==> src/rtl/strongest_signal_dedup_table_unit_assert.svh <==
// Assertion macros for the strongest-signal dedup table unit.
// Used by the top level; no other dependencies.
`ifndef STRONGEST_SIGNAL_DEDUP_TABLE_UNIT_ASSERT_SVH
`define STRONGEST_SIGNAL_DEDUP_TABLE_UNIT_ASSERT_SVH
`ifndef SYNTHESIS
`define SSD_ASSERT(lbl, clk, rst_n, prop) \
  lbl: assert property (@(posedge clk) disable iff (!rst_n) prop) \
    else $error("assertion failed");
`define SSD_ASSERT_NEVER(lbl, clk, rst_n, cond) \
  lbl: assert property (@(posedge clk) disable iff (!rst_n) !(cond)) \
    else $error("forbidden condition");
`else
`define SSD_ASSERT(lbl, clk, rst_n, prop)
`define SSD_ASSERT_NEVER(lbl, clk, rst_n, cond)
`endif
`endif

==> src/rtl/ssdt_pkg.sv <==
// Package for the strongest-signal dedup table: payload structs and constants.
// No dependencies.
`timescale 1ns / 1ps
package ssdt_pkg;
  localparam int unsigned NameWords = 4;

  typedef struct packed {
    logic        is_end;
    logic [7:0]  name_length;
    logic [63:0] name_word_0;
    logic [63:0] name_word_1;
    logic [63:0] name_word_2;
    logic [63:0] name_word_3;
    logic signed [7:0] strength;
    logic [7:0]  auth_kind;
  } in_item_t;

  typedef struct packed {
    logic        valid_res;
    logic        last;
    logic [4:0]  entries_total;
    logic [5:0]  out_length;
    logic [63:0] out_word_0;
    logic [63:0] out_word_1;
    logic [63:0] out_word_2;
    logic [63:0] out_word_3;
    logic signed [7:0] out_strength;
    logic        out_secured;
  } out_item_t;

  // Classified command passed from the front end to the table engine
  typedef struct packed {
    logic        is_end;
    logic [5:0]  len;
    logic [255:0] name;
    logic signed [7:0] strength;
    logic        secured;
  } cmd_t;
endpackage

==> src/rtl/ssdt_front.sv <==
// Front end: accepts sightings, drops hidden names, clips and masks names.
// Depends on ssdt_pkg; feeds a two-entry command queue.
`timescale 1ns / 1ps
module ssdt_front #(
  parameter int unsigned NAME_BYTES = 32
) (
  input  logic                clk_i,
  input  logic                rst_ni,
  input  logic                push_i,
  output logic                full_o,
  input  ssdt_pkg::in_item_t  in_data_i,
  output logic                cmd_valid_o,
  input  logic                cmd_ready_i,
  output ssdt_pkg::cmd_t      cmd_o
);
  localparam logic [7:0] MaxLen = 8'(NAME_BYTES);

  ssdt_pkg::cmd_t cmd_c;
  logic [7:0] len_c;
  logic [255:0] raw_c;
  logic keep_c;

  // Classify and mask the incoming transaction
  always_comb begin
    raw_c = {in_data_i.name_word_3, in_data_i.name_word_2,
             in_data_i.name_word_1, in_data_i.name_word_0};
    len_c = (in_data_i.name_length > MaxLen) ? MaxLen : in_data_i.name_length;
    cmd_c.is_end = in_data_i.is_end;
    cmd_c.len = len_c[5:0];
    for (int b = 0; b < 32; b++) begin
      cmd_c.name[b*8 +: 8] = (b < int'(len_c)) ? raw_c[b*8 +: 8] : 8'h00;
    end
    cmd_c.strength = in_data_i.strength;
    cmd_c.secured = (in_data_i.auth_kind != 8'h00);
    keep_c = in_data_i.is_end || (in_data_i.name_length != 8'h00);
  end

  // Two-entry queue
  ssdt_pkg::cmd_t q_q [2];
  logic rd_q, wr_q;
  logic [1:0] cnt_q;
  logic do_push, do_pop;

  assign full_o = (cnt_q == 2'd2);
  assign do_push = push_i && !full_o && keep_c;
  assign do_pop = cmd_valid_o && cmd_ready_i;
  assign cmd_valid_o = (cnt_q != 2'd0);
  assign cmd_o = q_q[rd_q];

  // Advance queue pointers
  always_ff @(posedge clk_i or negedge rst_ni) begin
    if (!rst_ni) begin
      rd_q <= 1'b0;
      wr_q <= 1'b0;
      cnt_q <= 2'd0;
    end else begin
      if (do_push) wr_q <= ~wr_q;
      if (do_pop) rd_q <= ~rd_q;
      cnt_q <= cnt_q + 2'(do_push) - 2'(do_pop);
    end
  end

  always_ff @(posedge clk_i) begin
    if (do_push) q_q[wr_q] <= cmd_c;
  end
endmodule

==> config.mk <==
export PLATFORM = sky130hd
export DESIGN_NAME = ssdt_front
export DESIGN_NICKNAME = d
export VERILOG_FILES = /design/src/rtl/strongest_signal_dedup_table_unit_assert.svh /design/src/rtl/ssdt_pkg.sv /design/src/rtl/ssdt_front.sv
export SDC_FILE = /design/constraint.sdc
export NUM_CORES = 1
export LEC_CHECK = 0
export ABC_AREA = 1
export BUFFER_PORTS_ARGS = -buffer_cell sky130_fd_sc_hd__buf_2
export CORE_AREA = 2 2 217 219
export CTS_BUF_LIST = sky130_fd_sc_hd__clkbuf_2
export DETAILED_ROUTE_END_ITERATION = 16
export DIE_AREA = 0 0 219 221
export HOLD_SLACK_MARGIN = 0.15
export PLACE_DENSITY = 0.82
export SKIP_LAST_GASP = 1
export SLEW_MARGIN = 10
export SYNTH_ARGS = -nofsm -noshare
export SYNTH_HDL_FRONTEND = slang
export SYNTH_SLANG_ARGS = --single-unit
==> constraint.sdc <==
create_clock -name clk_i -period 21.3 [get_ports clk_i]
set_input_delay 4.26 -clock clk_i [delete_from_list [all_inputs] [get_ports clk_i]]
set_output_delay 4.26 -clock clk_i [all_outputs]
set_load 0.05 [all_outputs]
---- Word-level counts from Yosys, hierarchy flattened ----
Memories as Yosys holds them, arrays and structs flattened.
Index checks and enable logic that the tools add are counted.
word-level totals
  bits in registers ....................... 4
  memory bits (writable) .................. 544
  bits of input ports ..................... 285
  output and inout port bits .............. 274
  word-level logic and storage cells ...... 85
  memories kept ........................... 1
memory list
  name  depth  bits a word  read ports  clocked after memory_dff  wr ports  line              source
  q_q   2      272          1           0                         1         ssdt_front.sv:39  ssdt_pkg::cmd_t q_q [2];
cells by class
  add/subtract/negate cells ............... 2
  order comparisons ....................... 33
  equal/unequal tests ..................... 1
  multiplexer cells ....................... 35
  bitwise logic cells ..................... 2
  reduce and logical (&&, ||, !) cells .... 8
operators by type and width
  kind                                                                              number
  8-bit two-way mux                                                                 33
  5-bit by 8-bit < comparator with 1-bit output (first input constant)              16
  4-bit by 8-bit < comparator with 1-bit output (first input constant)              8
  3-bit by 8-bit < comparator with 1-bit output (first input constant)              4
  1-bit by 8-bit < comparator with 1-bit output (first input constant)              2
  2-bit by 8-bit < comparator with 1-bit output (first input constant)              2
  8-bit nonzero test                                                                2
  8-bit by 6-bit greater-than comparator with 1-bit output (second input constant)  1
  1-bit logical AND                                                                 3
  2-bit by 1-bit adder with 2-bit output                                            1
  2-bit equality test (second input constant)                                       1
  1-bit two-way mux                                                                 2
  1-bit NOT                                                                         2
  2-bit nonzero test                                                                1
  2-bit by 1-bit subtractor with 2-bit output                                       1
  1-bit zero test                                                                   1
  1-bit logical OR                                                                  1

---- Logic depth before layout (Yosys ltp) ----
  depth after elaboration ................. 6
  gate-level depth with buffers ........... 11
  mapped depth without buffers ............ 10

---- Worst setup path after synthesis ----
Ideal clock, no wire load.
  path type ............................... input to register
  start point ............................. input port in_data_i[273] (netlist bit)
  end point ............................... memory q_q[1][0] (netlist bit) (enable)
  library setup time ...................... 0.910 ns
  arrival time ............................ 16.106 ns
  slack ................................... 4.284 ns
  stages on the path ...................... 7
  path buffers ............................ 1
  cells stage by stage .................... buf_2 > nor2_1 > nand2_1 > nor2_1 > nand2_1 > nand2_1 > nor2_1
between the ends
  cells in the longest elaborated chain, start to end .. 5
RTL lines
  what                                     line              source
  start: declaration                       ssdt_front.sv:11  input ssdt_pkg::in_item_t in_data_i,
  8-bit nonzero test                       ssdt_front.sv:35  keep_c = in_data_i.is_end || (in_data_i.name_length != 8'h00);
  1-bit logical OR                         ssdt_front.sv:35
  1-bit logical AND                        ssdt_front.sv:45  assign do_push = push_i && !full_o && keep_c;
  1-bit two-way mux                        ssdt_front.sv:64  if (do_push) q_q[wr_q] <= cmd_c;
  1-bit two-way mux (not written as such)  ssdt_front.sv:64
  end: declaration                         ssdt_front.sv:39
No other way between the ends.

==> reports/results.ini <==
[timing]
final.setup.tns_ps=0
final-hold-violation-count=0
fmax_mhz=119.5
grt_setup_unrepaired=false
period_minus_slack_ps=8370
period_share=0.3929
final.setup_skew_ps=57.44
setup_viol=0
relSlewSlack=0.1726
finalMaxSlewViolations=0
setup_slack_ps=12930
tightestPinTransition_ps=1241

[clock_tree]
cts-root-buf=clkbuf_2
hold_buffers=0
htreeDepth=4
post_cts_buffers=0
clkSlewWorstSetupHoldPaths_ps=100
insertion_delay_ps=1160
clockBufferDepth=3
cts.repair.resized=0
tritoncts=built
cts_inserted_buffers=138
cts.sinks=548

[die]
die_area_um2=48400
io_pins=559
die_h_um=221
rows=79
core_um2=46060
die_x_um=219
initial_core_util=0.4832

[route]
drc=0
vias=16769
top_layer_used=met5
wl_met2_um=31010
wl_met1_um=22310
ant_nets=0
post_drt_via_cell_ratio=5.031
initialDrtViolationCount=1522
wl_um=61850
dr.pass1.iters=6
dr_wl_met3_um=6160
wl_per_cell_um=18.56

[grt]
grt_pass1_wl_um=90680
grt_use_total=0.2519
grt_start_max_net_pins=163
antenna_found_initial=15
grt.overflow.total=0
grt_pass1_vias=16900

[power_and_ir_drop]
switching_share=0.4999
p_switching_uw=2137
internal-power_uw=2138
p_leak_uw=0.01266
seq_power_share=0.362
ir_worst_vdd_v=0.0001155
power_density_nw_per_um2=158.7
comb_power_share=0.472
power_frac_clock=0.165

[synthesis]
ys_ff_latch=548
avgSynthCellArea_um2=11.20
syn_area_um2=22260
synth_warnings=0
syn-num-nets=2274
synth-seq-area-share=0.7384
synth_edf_count=544
synthCells=1987
ys.flop_type=edfxtp_1
async_flop_share=0.007299
yosysUniqueCellTypes=32

[worst_setup_path]
slowest_stage=buf_4
path_class=register to primary output
r2r_start=cnt_q[1]$_DFF_PN0_
cp.required_ps=17040
worstPathArrival_ps=4110
critPathCaptureType=primary output
start_kind=register
critical_path.top_delay_family=buffers and inverters
crit_buf_inv=3
crit_chain=buf_4, buf_4, nand2_1, nand2_1, buf_2
worst-path-max-fanout=77
max_stage_delay_ps=780
worstSetupStartpoint=rd_q$_DFFE_PN0P_
r2r_cells=6
cp.depth=5

[hold_path]
hold-path-cell-count=2
hp-class=register to register
worstHoldStart=wr_q$_DFFE_PN0P_

[finish]
final_common_cell=nand2_1
syn_to_final_growth_pct=20.98
drive_gt1_frac=0.2949
fillers=3768
layout_common_cells=869 x nand2_1, 558 x buf_2, 544 x edfxtp_1
finalNetCount=2910

[job]
max_cap_viol_count=0

[placement]
dp_slack_ps=13710
portBuffers=558
gp_congestion=0.8552
dp_hpwl_um=41060

[status]
status=finished, final reports clean

logic make-up after synthesis:
group,Yosys count,share of synthesized area
AOI/OAI and AO/OA,83,0.02721
DFF,548,0.7384
xor gates and xnor gates,3,0.001181
adders and majority gates,2,0.001124
buffers and inverters,288,0.04952
and+or+nand+nor,1063,0.1826
layout make-up:
| cell class | instances | area (um2) | share of cell area |
|---|---|---|---|
| clock inverters | 31 | 254.0 | 0.009432 |
| clock buffers | 195 | 975.9 | 0.03624 |
| diodes | 17 | 42.54 | 0.001580 |
| flip-flops and latches | 548 | 16440 | 0.6105 |
| inverters | 213 | 814.5 | 0.03025 |
| well taps | 607 | 759.5 | 0.02820 |
| repair buffers | 571 | 2903 | 0.1078 |
| multi-input cells | 1151 | 4740 | 0.1760 |
per-layer routing:
metal  up-vias  GRT usage
li1       7777          -
met1      7910     0.2848
met2       936     0.4163
met3       144    0.09072
met4         2     0.1349
met5         -          0
power groups by stage:
stage | clock [uW] | sequential (uW) | combinational, uW
finish | 706 | 1550 | 2020
global route | 776 | 1570 | 2120
CTS | 727 | 1550 | 2020
detailed placement | 0 | 1570 | 2020
global placement | 0 | 1560 | 2000
floorplan | 0 | 1630 | 1500
metrics by stage:
step                      cells  hold slack (ps)    util  cell area, um2  power (uW)
after floorplan            1987            441.9       -           22260        3133
after global placement     3090            469.2  0.5570           25660        3557
after detailed placement   3090            471.4  0.5570           25660        3590
after CTS                  3316            497.4  0.5837           26890        4298
after global routing       3327            520.1  0.5843           26910        4468
final                      3333            508.9  0.5846           26930        4274
sequential cells by signal, indices dropped and copies added (netlist names):
signal and flops:
wr_q 1, q_q 544, rd_q 1, cnt_q 2
synth_stat cells, types with 2 or more instances:
master    count  area (um2)
a21boi_0     63       473.0
a21oi_1      11       55.05
buf_1         6       22.52
buf_2         5       25.02
buf_4         2       15.01
clkbuf_1     61       229.0
dfrtp_1       4       100.1
edfxtp_1    544       16340
ha_1          2       25.02
inv_1       211       792.0
inv_2         2       7.510
nand2_1     869        3262
nand3_1      13       65.06
nor2_1      167       626.9
nor2_2        4       25.02
nor3_1        2       10.01
nor4_1        2       12.51
o21ai_0       2       10.01
o21ai_1       3       15.01
xor2_1        2       17.52
worst reg2reg max path, delay by kind of cell, from the launching register on:
| kind | cells | cell delay, ps |
|---|---|---|
| and+or+nand+nor | 4 | 1250 |
| buffers and inverters | 2 | 1050 |
| DFF | 1 | 390 |
final timing paths:
path | end | slack, ps
worst max-delay path | cmd_o[59] | 12930
worst min-delay path | wr_q$_DFFE_PN0P_ | 510
worst max register to register | q_q[1][65]$_DFFE_PP_ | 18110
worst min register to register | wr_q$_DFFE_PN0P_ | 510
max in group asynchronous | rd_q$_DFFE_PN0P_ | 18280
min in group asynchronous | rd_q$_DFFE_PN0P_ | 2890
Note: power is estimated with default switching activity, not from simulation.
